===== src/sv/anep_pkg.sv =====
// Package for the ASCII number entry parser.
// Holds the value width, character codes, result kinds and the step result type.
// No dependencies.
package anep_pkg;

    localparam int VALUE_BITS = 32;
    localparam int OUT_BITS   = 32;
    localparam int CHAR_BITS  = 8;
    localparam int COUNT_BITS = 8;
    localparam int ADDR_BITS  = 3;

    localparam logic [CHAR_BITS-1:0] CH_CR    = 8'h0D;
    localparam logic [CHAR_BITS-1:0] CH_BS    = 8'h08;
    localparam logic [CHAR_BITS-1:0] CH_ZERO  = 8'h30;
    localparam logic [CHAR_BITS-1:0] CH_NINE  = 8'h39;
    localparam logic [CHAR_BITS-1:0] CH_UP_A  = 8'h41;
    localparam logic [CHAR_BITS-1:0] CH_UP_F  = 8'h46;
    localparam logic [CHAR_BITS-1:0] CH_LOW_A = 8'h61;
    localparam logic [CHAR_BITS-1:0] CH_LOW_F = 8'h66;

    localparam logic KIND_ECHO  = 1'b0;
    localparam logic KIND_VALUE = 1'b1;

    localparam logic [ADDR_BITS-1:0] ADDR_BASE_MODE = 3'd0;

    localparam logic [COUNT_BITS-1:0] COUNT_MAX = {COUNT_BITS{1'b1}};

    // Divide by ten as a multiply by the rounded-up reciprocal of 2^(VALUE_BITS+3)/10.
    localparam int DIV10_SHIFT = VALUE_BITS + 3;
    localparam logic [DIV10_SHIFT:0] DIV10_ONE = {1'b1, {DIV10_SHIFT{1'b0}}};
    localparam logic [DIV10_SHIFT:0] DIV10_FULL = (DIV10_ONE + (DIV10_SHIFT+1)'(9)) / 10;
    localparam logic [VALUE_BITS-1:0] DIV10_MUL = DIV10_FULL[VALUE_BITS-1:0];

    typedef struct packed {
        logic                   res_valid;
        logic                   kind;
        logic [CHAR_BITS-1:0]   echo_char;
        logic [OUT_BITS-1:0]    value;
        logic                   upd;
        logic [VALUE_BITS-1:0]  acc_next;
        logic [COUNT_BITS-1:0]  count_next;
    } step_t;

endpackage


===== src/sv/anep_step.sv =====
// Per-character update of the number entry state.
// Decodes one character and forms the next value, digit count and result word.
// Depends on anep_pkg.
module anep_step
    import anep_pkg::*;
(
    input  logic [CHAR_BITS-1:0]  char_in,
    input  logic                  hex,
    input  logic [VALUE_BITS-1:0] acc,
    input  logic [COUNT_BITS-1:0] count,
    output step_t                 step
);

    logic                       is_dec;
    logic                       is_up;
    logic                       is_low;
    logic                       is_digit;
    logic [3:0]                 digit;
    logic [VALUE_BITS-1:0]      acc_mul;
    logic [2*VALUE_BITS-1:0]    prod;
    logic [VALUE_BITS-1:0]      acc_div;
    logic [VALUE_BITS+OUT_BITS-1:0] acc_wide;

    assign is_dec   = (char_in >= CH_ZERO) && (char_in <= CH_NINE);
    assign is_up    = hex && (char_in >= CH_UP_A) && (char_in <= CH_UP_F);
    assign is_low   = hex && (char_in >= CH_LOW_A) && (char_in <= CH_LOW_F);
    assign is_digit = is_dec || is_up || is_low;

    always_comb
    begin
        if (is_dec)
        begin
            digit = 4'(char_in - CH_ZERO);
        end
        else if (is_up)
        begin
            digit = 4'(char_in - CH_UP_A + 8'd10);
        end
        else
        begin
            digit = 4'(char_in - CH_LOW_A + 8'd10);
        end
    end

    assign prod    = {{VALUE_BITS{1'b0}}, acc} * {{VALUE_BITS{1'b0}}, DIV10_MUL};
    assign acc_div = VALUE_BITS'(prod >> DIV10_SHIFT);
    assign acc_mul = hex ? VALUE_BITS'({acc, digit})
                         : VALUE_BITS'((acc << 3) + (acc << 1) + VALUE_BITS'(digit));
    assign acc_wide = {{OUT_BITS{1'b0}}, acc};

    always_comb
    begin
        step.res_valid  = 1'b0;
        step.kind       = KIND_ECHO;
        step.echo_char  = char_in;
        step.value      = '0;
        step.upd        = 1'b0;
        step.acc_next   = acc;
        step.count_next = count;
        if (char_in == CH_CR)
        begin
            step.res_valid  = 1'b1;
            step.kind       = KIND_VALUE;
            step.echo_char  = '0;
            step.value      = acc_wide[OUT_BITS-1:0];
            step.upd        = 1'b1;
            step.acc_next   = '0;
            step.count_next = '0;
        end
        else if (is_digit)
        begin
            step.res_valid  = 1'b1;
            step.upd        = 1'b1;
            step.acc_next   = acc_mul;
            step.count_next = (count == COUNT_MAX) ? count : count + 1'b1;
        end
        else if ((char_in == CH_BS) && (count != '0))
        begin
            step.res_valid  = 1'b1;
            step.upd        = 1'b1;
            step.acc_next   = hex ? (acc >> 4) : acc_div;
            step.count_next = count - 1'b1;
        end
    end

endmodule


===== src/sv/ascii_number_entry_parser.sv =====
// Top level of the ASCII number entry parser.
// Holds the input stage, entry state, result register and APB mode register.
// Depends on anep_pkg and anep_step.
//
// One character is taken per clock while in_stall is low. A character waits in the
// input register. The entry update is done on the way into the result register;
// for a decimal backspace it is a multiply by the reciprocal of ten. Each result
// word is loaded into the result register as its character leaves the input stage.
// A stalled result keeps the next character in the input register. The input side
// stalls only when the input register is occupied and the result register is full
// and stalled. Digits and accepted backspaces are echoed. A carriage return
// delivers the value and clears the entry. Anything else gives no word. base_mode
// sits at address 0.
module ascii_number_entry_parser
    import anep_pkg::*;
(
    input  logic                  clk,
    input  logic                  rst_n,
    input  logic                  in_valid,
    output logic                  in_stall,
    input  logic [CHAR_BITS-1:0]  char_in,
    output logic                  out_valid,
    input  logic                  out_stall,
    output logic                  kind,
    output logic [CHAR_BITS-1:0]  echo_char,
    output logic [OUT_BITS-1:0]   value,
    input  logic                  psel,
    input  logic                  penable,
    input  logic                  pwrite,
    input  logic [ADDR_BITS-1:0]  paddr,
    input  logic [31:0]           pwdata,
    output logic [31:0]           prdata,
    output logic                  pready
);

    logic                  base_mode_reg;
    logic                  s1_valid_reg;
    logic [CHAR_BITS-1:0]  s1_char_reg;
    logic [VALUE_BITS-1:0] acc_reg;
    logic [COUNT_BITS-1:0] count_reg;
    logic                  out_valid_reg;
    logic                  kind_reg;
    logic [CHAR_BITS-1:0]  echo_reg;
    logic [OUT_BITS-1:0]   value_reg;
    logic                  out_free;
    logic                  s1_fire;
    step_t                 step;

    assign pready   = 1'b1;
    assign prdata   = (paddr == ADDR_BASE_MODE) ? {31'd0, base_mode_reg} : '0;

    assign out_free = !out_valid_reg || !out_stall;
    assign s1_fire  = s1_valid_reg && out_free;
    assign in_stall = s1_valid_reg && !out_free;

    assign out_valid = out_valid_reg;
    assign kind      = kind_reg;
    assign echo_char = echo_reg;
    assign value     = value_reg;

    anep_step u_step
    (
        .char_in (s1_char_reg),
        .hex     (base_mode_reg),
        .acc     (acc_reg),
        .count   (count_reg),
        .step    (step)
    );

    always_ff @(posedge clk or negedge rst_n)
    begin
        if (!rst_n)
        begin
            base_mode_reg <= 1'b0;
        end
        else if (psel && penable && pwrite && pready && (paddr == ADDR_BASE_MODE))
        begin
            base_mode_reg <= pwdata[0];
        end
    end

    always_ff @(posedge clk or negedge rst_n)
    begin
        if (!rst_n)
        begin
            s1_valid_reg <= 1'b0;
        end
        else if (!in_stall)
        begin
            s1_valid_reg <= in_valid;
        end
    end

    always_ff @(posedge clk)
    begin
        if (in_valid && !in_stall)
        begin
            s1_char_reg <= char_in;
        end
    end

    always_ff @(posedge clk or negedge rst_n)
    begin
        if (!rst_n)
        begin
            acc_reg   <= '0;
            count_reg <= '0;
        end
        else if (s1_fire && step.upd)
        begin
            acc_reg   <= step.acc_next;
            count_reg <= step.count_next;
        end
    end

    always_ff @(posedge clk or negedge rst_n)
    begin
        if (!rst_n)
        begin
            out_valid_reg <= 1'b0;
        end
        else if (s1_fire)
        begin
            out_valid_reg <= step.res_valid;
        end
        else if (!out_stall)
        begin
            out_valid_reg <= 1'b0;
        end
    end

    always_ff @(posedge clk)
    begin
        if (s1_fire && step.res_valid)
        begin
            kind_reg  <= step.kind;
            echo_reg  <= step.echo_char;
            value_reg <= step.value;
        end
    end

endmodule

===== config.mk =====
export PLATFORM = sky130hd
export DESIGN_NAME = ascii_number_entry_parser
export DESIGN_NICKNAME = d
export VERILOG_FILES = /design/src/sv/anep_pkg.sv /design/src/sv/anep_step.sv /design/src/sv/ascii_number_entry_parser.sv
export SDC_FILE = /design/constraint.sdc
export NUM_CORES = 1
export LEC_CHECK = 0
export ABC_CLOCK_PERIOD_IN_PS = 16400
export BUFFER_PORTS_ARGS = -buffer_cell sky130_fd_sc_hd__buf_4
export CORE_MARGIN = 1.5
export CORE_UTILIZATION = 65
export DETAILED_ROUTE_END_ITERATION = 12
export HOLD_SLACK_MARGIN = 0.08
export PLACE_DENSITY = 0.82
export SETUP_SLACK_MARGIN = 0.3
export SLEW_MARGIN = 20
export SYNTH_ARGS = -nofsm -noshare
export SYNTH_HDL_FRONTEND = slang
export SYNTH_SLANG_ARGS = --single-unit

===== constraint.sdc =====
create_clock -name clk -period 16.4 [get_ports clk]
set_input_delay 1.64 -clock clk [delete_from_list [all_inputs] [get_ports clk]]
set_output_delay 1.64 -clock clk [all_outputs]
set_load 0.005 [all_outputs]

==> results of run 1 <==
## worst max-delay path: cells and delay by family, from the launching register on
family                   cells  cell delay (ns)
adder cells (fa/ha/maj)      9             4.54
AO/OA/AOI/OAI                6             1.83
multiplexers                 1             0.34
AND/OR/NAND/NOR              4             1.23
buffers and inverters        6             0.46
flip-flops                   1             0.79
## cell usage after synthesis, types with 6 or more instances
cell type                    n  area (µm²)
sky130_fd_sc_hd__inv_1     612        2300
sky130_fd_sc_hd__ha_1      410        5130
sky130_fd_sc_hd__fa_1      389        7790
sky130_fd_sc_hd__a21oi_1   111         556
sky130_fd_sc_hd__o21ai_0    95         475
sky130_fd_sc_hd__nand2_1    88         330
sky130_fd_sc_hd__nor2_1     86         323
sky130_fd_sc_hd__xor2_1     53         464
sky130_fd_sc_hd__clkbuf_1   49         184
sky130_fd_sc_hd__edfxtp_1   49        1470
sky130_fd_sc_hd__xnor2_1    46         403
sky130_fd_sc_hd__a21o_1     45         338
sky130_fd_sc_hd__dfrtp_1    43        1080
sky130_fd_sc_hd__and2_1     36         225
sky130_fd_sc_hd__buf_4      32         240
sky130_fd_sc_hd__nor3_1     28         140
sky130_fd_sc_hd__nand3_1    26         130
sky130_fd_sc_hd__nand4_1    20         125
sky130_fd_sc_hd__nand2b_1   19         119
sky130_fd_sc_hd__mux2i_1    14         140
sky130_fd_sc_hd__nor2b_1    13        81.3
sky130_fd_sc_hd__a221oi_1   11        96.3
sky130_fd_sc_hd__a31oi_1    11        68.8
sky130_fd_sc_hd__o211ai_1    9        67.6
sky130_fd_sc_hd__o21a_1      9        67.6
sky130_fd_sc_hd__a211oi_1    8        60.1
sky130_fd_sc_hd__o21bai_1    8        60.1
sky130_fd_sc_hd__a22oi_1     7        52.6
sky130_fd_sc_hd__and3_1      7        43.8
sky130_fd_sc_hd__nor4_1      7        43.8
sky130_fd_sc_hd__a211o_1     6        52.6
sky130_fd_sc_hd__o31ai_1     6        45.0
## cells by family after synthesis
kind of cell | count (synthesis) | synth area share (%)
adders and majority gates | 799 | 55.2
xor gates and xnor gates | 99 | 3.70
muxes | 18 | 0.839
AOI/OAI and AO/OA | 376 | 10.3
buffers and inverters | 697 | 11.7
other | 2 | 0.0321
and+or+nand+nor | 352 | 7.40
DFF | 92 | 10.9
## metal layers
layer | up-vias | part of all wire (%) | GRT usage, %
li1 | 7842 | - | -
met1 | 8809 | 40 | 48.1
met2 | 838 | 46 | 59.2
met3 | 205 | 7.6 | 5.87
met4 | 0 | 6.7 | 20.9
met5 | - | 0 | 0
## worst min path at each step
stage                                        start                         end  depth (start not counted)
after global routing      s1_char_reg[7]$_DFFE_PP_  echo_char[7]$_SDFFCE_PP0P_                          0
after floorplan           count_reg[4]$_DFFE_PN0P_    count_reg[4]$_DFFE_PN0P_                          1
after CTS                 s1_char_reg[7]$_DFFE_PP_  echo_char[7]$_SDFFCE_PP0P_                          0
after detailed placement  s1_char_reg[7]$_DFFE_PP_  echo_char[7]$_SDFFCE_PP0P_                          0
final                     s1_char_reg[7]$_DFFE_PP_  echo_char[7]$_SDFFCE_PP0P_                          0
after global placement    s1_char_reg[7]$_DFFE_PP_  echo_char[7]$_SDFFCE_PP0P_                          0
## cell type report
cell class / count / share of cell area (%)
clock buffers: 9 / 0.918
clock inverters: 7 / 0.275
inverters: 612 / 9.37
multi-input cells: 1676 / 74.4
flip-flops and latches: 92 / 10.4
well taps: 461 / 2.35
repair buffers: 76 / 2.33
## layout by cell type (no fill, tap or decap), types with 11 or more instances in the layout
| cell type | instances |
|---|---|
| sky130_fd_sc_hd__buf_4 | 76 |
| sky130_fd_sc_hd__nand2b_1 | 19 |
| sky130_fd_sc_hd__and2_1 | 36 |
| sky130_fd_sc_hd__nor3_1 | 28 |
| sky130_fd_sc_hd__ha_1 | 410 |
| sky130_fd_sc_hd__mux2i_1 | 14 |
| sky130_fd_sc_hd__xor2_1 | 53 |
| sky130_fd_sc_hd__a21oi_1 | 111 |
| sky130_fd_sc_hd__dfrtp_1 | 42 |
| sky130_fd_sc_hd__inv_1 | 611 |
| sky130_fd_sc_hd__fa_1 | 389 |
| sky130_fd_sc_hd__a31oi_1 | 11 |
| sky130_fd_sc_hd__nor2_1 | 85 |
| sky130_fd_sc_hd__o21ai_0 | 95 |
| sky130_fd_sc_hd__a21o_1 | 45 |
| sky130_fd_sc_hd__nand3_1 | 26 |
| sky130_fd_sc_hd__edfxtp_1 | 49 |
| sky130_fd_sc_hd__nand2_1 | 88 |
| sky130_fd_sc_hd__nand4_1 | 20 |
| sky130_fd_sc_hd__conb_1 | 32 |
| sky130_fd_sc_hd__nor2b_1 | 13 |
| sky130_fd_sc_hd__xnor2_1 | 46 |
| sky130_fd_sc_hd__a221oi_1 | 11 |
## per-stage QoR
step	hold WS, ns	instances	cell area, µm²
global placement	0.467	2917	24200
finish	0.481	2933	24500
CTS	0.480	2933	24500
detailed placement	0.465	2917	24200
floorplan	0.489	2465	23500
global route	0.505	2933	24500
==> results.py, run 1 <==
metrics = {
    "outcome": {
        "status": "finished clean",
    },
    "flow_run": {
        "cap_viol_max_count": 0,
    },
    "synth": {
        "synth.yosys.seq_area_share_pct": 10.9,
        "share_of_flip_flops_with_an_asynchronous_set_or_reset_after_synthesis_pct": 46.7,
        "synthesized_netlist_cell_count": 2435,
        "synth_flop_type": "sky130_fd_sc_hd__edfxtp_1",
        "ys_warn_count": 0,
        "number_of_enable_flip_flop_cells_after_synthesis": 49,
        "synth_cell_type_count": 72,
        "synth_seq_cells": 92,
        "synth_area_mm2": 0.0234,
        "syn_avg_cell_area_um2": 9.61,
    },
    "placement": {
        "port_buffers": 62,
        "weighted_congestion_at_the_end_of_routability_driven_global_placement": 1.01,
        "place_ws_ns": 7.30,
        "hpwlAfterDp_um": 55300,
    },
    "global_routing": {
        "grt_antenna_before_repair": 0,
        "grt_start_max_net_pins": 88,
        "grt-ovfl-total": 0,
        "wire_length_of_the_first_global_routing_pass_um": 102000,
        "overall_global_routing_usage_pct": 37.0,
        "via_count_of_the_first_global_routing_pass": 18445,
    },
    "timing": {
        "fmaxAchievable_ghz": 0.108,
        "slew_viol_final": 0,
        "worst-slew-pin-transition_ns": 1.18,
        "final_min_period_ns": 9.29,
        "fin_tns_setup_ns": 0,
        "report.final.hold_viol_count": 0,
        "setup_repair_after_global_routing_missed_its_margin": "false",
        "maxSlewHeadroom_pct": 20.7,
        "timing.clock.skew_ns": 0.0152,
        "setup_viol": 0,
        "fin_ws_ns": 7.11,
        "post-route-period-util_pct": 56.6,
    },
    "detailed_routing": {
        "remaining_drc_errors": 0,
        "wire_per_inst_um": 22.2,
        "dr.first_iter.drc_count": 1646,
        "via_per_inst": 6.03,
        "drt-total-wl_um": 65200,
        "total_number_of_vias": 17694,
        "detailedRoute.firstPassIterationCount": 6,
        "antenna_violating_nets_post_route": 0,
    },
    "setup_path": {
        "setup.worst_path.start": "acc_reg[20]$_DFFE_PN0P_",
        "setup.worst_path.end": "acc_reg[23]$_DFFE_PN0P_",
        "crit_required_ns": 16.70,
        "crit_top_cell": "sky130_fd_sc_hd__fa_1",
        "criticalPathCategory": "reg -> reg",
        "end_kind": "flip-flop",
        "crit-reg2reg-capture": "acc_reg[23]$_DFFE_PN0P_",
        "rrSetupSlack_ns": 7.11,
        "critical_path.slowest_cell": "sky130_fd_sc_hd__dfrtp_1",
        "reg_to_reg_start": "acc_reg[20]$_DFFE_PN0P_",
        "start_kind": "flip-flop",
        "data_arrival_time_of_the_critical_path_ns": 9.59,
        "reg2regPathDepth": 26,
        "critical_path.max_fanout": 11,
        "worst_path_largest_cell_delay_ns": 0.79,
    },
    "final_layout": {
        "areaGrowthSynthToFinish_pct": 4.77,
        "ff_latch_area_mm2": 0.00255,
        "insertedDiodeCount": 0,
        "finish.net_count": 3316,
        "final.fill_count": 2756,
        "area_of_the_multi_input_gates_mm2": 0.0182,
        "drive_gt1_share_pct": 4.37,
        "postLayoutCoreUtil_pct": 69.1,
    },
    "floorplanning": {
        "initial_utilization_pct": 66.0,
        "die_width_um": 193,
        "num_rows": 69,
        "die_area_mm2": 0.0372,
        "design.portCount": 126,
        "core_area_mm2": 0.0355,
        "floorplan.die.height_um": 193,
    },
    "cts": {
        "clk_pin_slew_ns": 0.07,
        "clock_sinks": 92,
        "cts-root-to-sink-buffers": 2,
        "clock_buffer_count_from_cts": 9,
        "cts_hold_repair.buffers": 0,
        "post_cts.resized_instances": 0,
        "ctsHtreeMaxLevel": 3,
        "postCtsSetupBuffers": 0,
        "clkLatencyLatePin_ns": 0.37,
        "tritoncts": "built",
        "cts_root_buffer": "sky130_fd_sc_hd__clkbuf_16",
    },
    "hold_path": {
        "class_of_the_tightest_hold_or_removal_check": "reg -> reg",
    },
}
Power of run 1 is left out: the tool's default activity adds up to more than one toggle a clock period on the data nets, which glitch-free logic cannot reach.
==> run 2: changes to the inputs <==
Settings changed: ABC_CLOCK_PERIOD_IN_PS 16400 to 8800.
Clock period 16.4 ns to 8.8 ns, I/O delays scaled along.
==> run 2 against run 1 <==
- sequential cell count is the same
- final area grew 2.4%
- hold slack is essentially flat
- clock skew shrank 0.0076 ns
- clock-buffer cell count is the same
- register-to-register slack lost 6.6 ns
==> results.py, run 2 (same netlist as run 1, synthesis figures left out) <==
metrics = {
    "hold_path": {
        "min_path_cells": 0,
        "hp-start": "s1_char_reg[7]$_DFFE_PP_",
        "min_to": "echo_char[7]$_SDFFCE_PP0P_",
        "class_of_the_tightest_hold_or_removal_check": "reg -> reg",
    },
    "final_layout": {
        "mostFrequentLayoutCells": "sky130_fd_sc_hd__inv_1 (611), sky130_fd_sc_hd__ha_1 (406), sky130_fd_sc_hd__fa_1 (387), sky130_fd_sc_hd__buf_4 (140), sky130_fd_sc_hd__a21oi_1 (111)",
        "final_cell_area_mm2": 0.0251,
        "finish.net_count": 3380,
        "area_of_the_multi_input_gates_mm2": 0.0183,
        "ff_latch_area_mm2": 0.00256,
        "areaGrowthSynthToFinish_pct": 7.24,
        "final.fill_count": 2754,
        "drive_gt1_share_pct": 7.49,
        "layout_commonest_cell": "sky130_fd_sc_hd__inv_1",
    },
    "detailed_routing": {
        "total_number_of_vias": 17888,
        "antenna_violating_nets_post_route": 0,
        "via_per_inst": 5.97,
        "drt-total-wl_um": 69200,
        "wire_per_inst_um": 23.1,
        "remaining_drc_errors": 0,
        "detailedRoute.firstPassIterationCount": 6,
        "dr.first_iter.drc_count": 1379,
    },
    "flow_run": {
        "cap_viol_max_count": 0,
    },
    "setup_path": {
        "end_kind": "flip-flop",
        "data_arrival_time_of_the_critical_path_ns": 8.51,
        "critical_path.max_fanout": 10,
        "rrSetupSlack_ns": 0.52,
        "crit-reg2reg-capture": "acc_reg[28]$_DFFE_PN0P_",
        "start_kind": "flip-flop",
        "crit_required_ns": 9.02,
        "reg2regPathDepth": 25,
        "criticalPathCategory": "reg -> reg",
        "reg_to_reg_start": "acc_reg[21]$_DFFE_PN0P_",
    },
    "floorplanning": {
        "design.portCount": 126,
        "num_rows": 69,
        "core_area_mm2": 0.0355,
        "die_area_mm2": 0.0372,
        "floorplan.die.height_um": 193,
        "die_width_um": 193,
        "initial_utilization_pct": 66.0,
    },
    "timing": {
        "post-route-period-util_pct": 94.1,
        "worst-slew-pin-transition_ns": 1.05,
        "fmaxAchievable_ghz": 0.121,
        "timing.clock.skew_ns": 0.00755,
        "maxSlewHeadroom_pct": 29.9,
        "setup_repair_after_global_routing_missed_its_margin": "false",
        "slew_viol_final": 0,
        "setup_viol": 0,
        "fin_tns_setup_ns": 0,
        "report.final.hold_viol_count": 0,
        "final_min_period_ns": 8.28,
    },
    "placement": {
        "area_after_dpl_mm2": 0.0247,
        "weighted_congestion_at_the_end_of_routability_driven_global_placement": 1.03,
        "port_buffers": 62,
        "hpwlAfterDp_um": 59800,
    },
    "cts": {
        "cts-root-to-sink-buffers": 2,
        "cts_hold_repair.buffers": 0,
        "clock_buffer_count_from_cts": 9,
        "clkLatencyLatePin_ns": 0.36,
        "clk_pin_slew_ns": 0.07,
        "tritoncts": "built",
        "ctsHtreeMaxLevel": 3,
        "cts_root_buffer": "sky130_fd_sc_hd__clkbuf_16",
        "clock_sinks": 92,
    },
    "outcome": {
        "status": "finished clean",
    },
    "global_routing": {
        "grt-ovfl-total": 0,
        "overall_global_routing_usage_pct": 39.3,
        "grt_antenna_before_repair": 2,
        "wire_length_of_the_first_global_routing_pass_um": 107000,
        "grt_start_max_net_pins": 88,
        "via_count_of_the_first_global_routing_pass": 18658,
    },
}
[run 2: cell types whose count changed in the layout (fill, tap and decap cells not counted), sizes merged]
cell,change
buf,+64
bufinv,+2
clkinv,-1
diode,+1
inv,-1
[run 2: how the worst max path moves through the flow]
| stage | start | endpoint | slack [ns] | cells past startpoint |
|---|---|---|---|---|
| 2_1_floorplan | acc_reg[20]$_DFFE_PN0P_ | acc_reg[26]$_DFFE_PN0P_ | 1.36 | 26 |
| 3_3_place_gp | acc_reg[2]$_DFFE_PN0P_ | acc_reg[23]$_DFFE_PN0P_ | 0.63 | 25 |
| 3_5_place_dp | acc_reg[2]$_DFFE_PN0P_ | acc_reg[23]$_DFFE_PN0P_ | 0.46 | 25 |
| 4_1_cts | acc_reg[2]$_DFFE_PN0P_ | acc_reg[23]$_DFFE_PN0P_ | 0.43 | 25 |
| 5_1_grt | acc_reg[12]$_DFFE_PN0P_ | acc_reg[23]$_DFFE_PN0P_ | 0.31 | 27 |
| 6_report | acc_reg[21]$_DFFE_PN0P_ | acc_reg[28]$_DFFE_PN0P_ | 0.52 | 25 |
[run 2: layer usage]
metal / routed length [µm] / vias to the layer above / track usage, %
li1: - / 7962 / -
met1: 26700 / 8907 / 49.2
met2: 32800 / 820 / 65.2
met3: 4870 / 199 / 6.02
met4: 4940 / 0 / 22.1
met5: 0 / - / 0
[run 2: worst max-delay path, stage by stage, from the launching register on]
cell and delay [ns]:
sky130_fd_sc_hd__dfrtp_1 0.44, sky130_fd_sc_hd__buf_4 0.25, sky130_fd_sc_hd__ha_1 0.54, sky130_fd_sc_hd__inv_1 0.15, sky130_fd_sc_hd__fa_1 0.53, sky130_fd_sc_hd__inv_1 0.06
sky130_fd_sc_hd__fa_1 0.49, sky130_fd_sc_hd__inv_1 0.06, sky130_fd_sc_hd__fa_1 0.53, sky130_fd_sc_hd__inv_1 0.07, sky130_fd_sc_hd__fa_1 0.64, sky130_fd_sc_hd__fa_1 0.49
sky130_fd_sc_hd__fa_1 0.43, sky130_fd_sc_hd__ha_1 0.33, sky130_fd_sc_hd__ha_1 0.46, sky130_fd_sc_hd__and4_1 0.23, sky130_fd_sc_hd__a221oi_1 0.31, sky130_fd_sc_hd__o41ai_1 0.15
sky130_fd_sc_hd__buf_4 0.18, sky130_fd_sc_hd__or2_2 0.35, sky130_fd_sc_hd__a41o_1 0.28, sky130_fd_sc_hd__a21oi_1 0.42, sky130_fd_sc_hd__o21ai_0 0.18, sky130_fd_sc_hd__xnor2_1 0.16
sky130_fd_sc_hd__a221oi_1 0.30, sky130_fd_sc_hd__o21ai_0 0.13
[run 2: layout make-up]
| cell class | instances | share of cell area, % |
|---|---|---|
| clock buffer | 9 | 0.897 |
| sequential | 92 | 10.2 |
| clock inverter | 7 | 0.379 |
| inverter | 612 | 9.15 |
| antenna | 1 | 0.00997 |
| tap | 461 | 2.30 |
| multi-input combinational | 1676 | 72.9 |
| timing repair buffer | 140 | 4.19 |
[run 2: repair_timing]
item                                   CTS  global route
resized for setup                        0            20
setup endpoints to repair                0             8
buffers inserted                         0             8
endpoints found under the hold margin    0             0
[run 2: stage by stage]
stage / hold WS (ns) / setup slack (ns) / util (%) / std cells
2_1_floorplan: 0.489 / 1.36 / - / 2465
6_report: 0.481 / 0.518 / 70.7 / 2998
4_1_cts: 0.480 / 0.427 / 70.4 / 2989
3_3_place_gp: 0.466 / 0.627 / 69.5 / 2973
3_5_place_dp: 0.466 / 0.464 / 69.5 / 2973
5_1_grt: 0.493 / 0.312 / 70.7 / 2997
Power of run 2 is left out for the same reason.
==> run 3: changes to the inputs <==
Settings changed: BUFFER_PORTS_ARGS -buffer_cell sky130_fd_sc_hd__buf_4 to unset, DONT_BUFFER_PORTS set to 1, PLACE_DENSITY 0.82 to 0.79, RECOVER_POWER set to 100.
==> run 3 against run 2 <==
- the run now ends with capacitance limit, slew limit left
- first-iteration DRC count up 12%
- routed wire length down 4.3%
- non-clock buffer count down 66
- worst setup slack worse by 0.14 ns
- critical path depth up 3
- core utilization down 1.2 points
- clock skew up 0.0042 ns
- final area down 1.7%
- maximum frequency down 1.7%
- die area unchanged
- register-to-register slack worse by 0.14 ns
- highest routed layer unchanged
==> results.py, run 3 (same netlist as run 1, synthesis figures left out) <==
metrics = {
    "floorplanning": {
        "design.portCount": 126,
        "die_area_mm2": 0.0372,
        "core_area_mm2": 0.0355,
        "initial_utilization_pct": 66.0,
        "floorplan.die.height_um": 193,
        "die_width_um": 193,
        "num_rows": 69,
    },
    "cts": {
        "cts_hold_repair.buffers": 0,
        "ctsHtreeMaxLevel": 3,
        "clock_buffer_count_from_cts": 9,
        "clkLatencyLatePin_ns": 0.36,
        "cts_root_buffer": "sky130_fd_sc_hd__clkbuf_16",
        "cts-root-to-sink-buffers": 2,
        "clk_pin_slew_ns": 0.07,
        "clock_sinks": 92,
        "tritoncts": "built",
    },
    "final_layout": {
        "ff_latch_area_mm2": 0.00257,
        "finalNonFillerCells": 2931,
        "layout_commonest_cell": "sky130_fd_sc_hd__inv_1",
        "drive_gt1_share_pct": 5.63,
        "insertedDiodeCount": 0,
        "area_of_the_multi_input_gates_mm2": 0.0184,
        "final.fill_count": 2731,
        "areaGrowthSynthToFinish_pct": 5.43,
        "finish.net_count": 3314,
        "mostFrequentLayoutCells": "sky130_fd_sc_hd__inv_1 (609), sky130_fd_sc_hd__ha_1 (391), sky130_fd_sc_hd__fa_1 (388), sky130_fd_sc_hd__a21oi_1 (111), sky130_fd_sc_hd__o21ai_0 (96)",
    },
    "setup_path": {
        "crit-reg2reg-capture": "acc_reg[22]$_DFFE_PN0P_",
        "cp.buffers_inverters": 8,
        "end_kind": "flip-flop",
        "critical_path.slowest_cell": "sky130_fd_sc_hd__fa_1",
        "data_arrival_time_of_the_critical_path_ns": 8.67,
        "reg2regPathDepth": 28,
        "start_kind": "flip-flop",
        "critPathTopFamily": "adder cells",
        "path_depth": 28,
        "rrSetupSlack_ns": 0.37,
        "setup.worst_path.start": "acc_reg[20]$_DFFE_PN0P_",
        "crit_top_cell": "sky130_fd_sc_hd__fa_1",
        "worst_path_largest_cell_delay_ns": 0.62,
        "reg_to_reg_start": "acc_reg[20]$_DFFE_PN0P_",
        "criticalPathCategory": "reg -> reg",
        "critical_path.max_fanout": 5,
        "crit_required_ns": 9.04,
    },
    "timing": {
        "fin_ws_ns": 0.373,
        "setup_repair_after_global_routing_missed_its_margin": "false",
        "fmaxAchievable_ghz": 0.119,
        "timing.clock.skew_ns": 0.0118,
        "slew_viol_final": 176,
        "worst-slew-pin-transition_ns": 3.53,
        "setup_viol": 0,
        "final_min_period_ns": 8.43,
        "report.final.hold_viol_count": 0,
        "maxSlewHeadroom_pct": -136,
        "fin_tns_setup_ns": 0,
        "timing.hold.ws_ns": 0.206,
        "post-route-period-util_pct": 95.8,
    },
    "detailed_routing": {
        "remaining_drc_errors": 0,
        "total_number_of_vias": 17516,
        "antenna_violating_nets_post_route": 0,
        "via_per_inst": 5.98,
        "wire_per_inst_um": 22.6,
        "drt-total-wl_um": 66300,
        "dr.first_iter.drc_count": 1541,
        "detailedRoute.firstPassIterationCount": 5,
    },
    "outcome": {
        "violations_in_the_final_reports": "capacitance limit, slew limit",
        "status": "finished with violations",
    },
    "global_routing": {
        "grt_start_max_net_pins": 88,
        "grt_antenna_before_repair": 1,
        "global_route.usage.met2_pct": 59.2,
        "met1_usage_pct": 49.5,
        "wire_length_of_the_first_global_routing_pass_um": 103000,
        "grt-ovfl-total": 0,
        "grt_busiest_layer": "met2",
        "via_count_of_the_first_global_routing_pass": 17933,
        "groute.layer.met3.usage_pct": 6.56,
        "overall_global_routing_usage_pct": 37.7,
    },
    "placement": {
        "placed_cells": 2904,
        "hpwlAfterDp_um": 56800,
        "place_ws_ns": 0.262,
        "port_buffers": 0,
        "weighted_congestion_at_the_end_of_routability_driven_global_placement": 1.01,
    },
    "flow_run": {
        "cap_viol_max_count": 3,
    },
    "hold_path": {
        "class_of_the_tightest_hold_or_removal_check": "in -> async",
    },
}
==> run 3: worst register-to-register path: cells and delay by family, from the launching register on <==
family,cells,cell delay [ns]
adder cells (fa/ha/maj),9,4.17
AO/OA/AOI/OAI,6,1.76
AND/OR/NAND/NOR,4,1.12
buffers and inverters,8,0.70
flip-flops,1,0.45
XOR/XNOR,1,0.14
==> run 3: layer usage <==
metal,share of wire [%],up-vias
met5,0,-
met4,6.7,0
met3,7.4,224
met2,45,788
met1,40,8688
li1,-,7816
==> run 3: cell type report <==
cell class                      count  area share [%]
Clock buffer                        9           0.913
Clock inverter                      7           0.238
Inverter                          612            9.32
Multi-Input combinational cell   1676            74.6
Sequential cell                    92            10.4
Tap cell                          461            2.34
Timing Repair Buffer               74            2.19
==> run 3: metrics by stage <==
stage	area [µm²]	utilization, %
after floorplan	23500	-
after global placement	24100	68.0
after detailed placement	24100	68.0
after CTS	24400	68.9
after global routing	24700	69.6
final	24700	69.6
==> run 3: worst max path at each step <==
stage / endpoint / slack (ns)
CTS: acc_reg[26]$_DFFE_PN0P_ / 0.31
finish: acc_reg[22]$_DFFE_PN0P_ / 0.37
floorplan: acc_reg[26]$_DFFE_PN0P_ / 1.36
global placement: acc_reg[23]$_DFFE_PN0P_ / 0.39
global route: acc_reg[23]$_DFFE_PN0P_ / 0.17
detailed placement: acc_reg[26]$_DFFE_PN0P_ / 0.26
==> run 3: what timing repair did <==
action / in CTS / in global routing
gates resized for setup: 3 / 47
setup endpoints to repair: 2 / 13
pin swaps: 0 / 14
buffers inserted: 0 / 11
Power of run 3 is left out for the same reason.
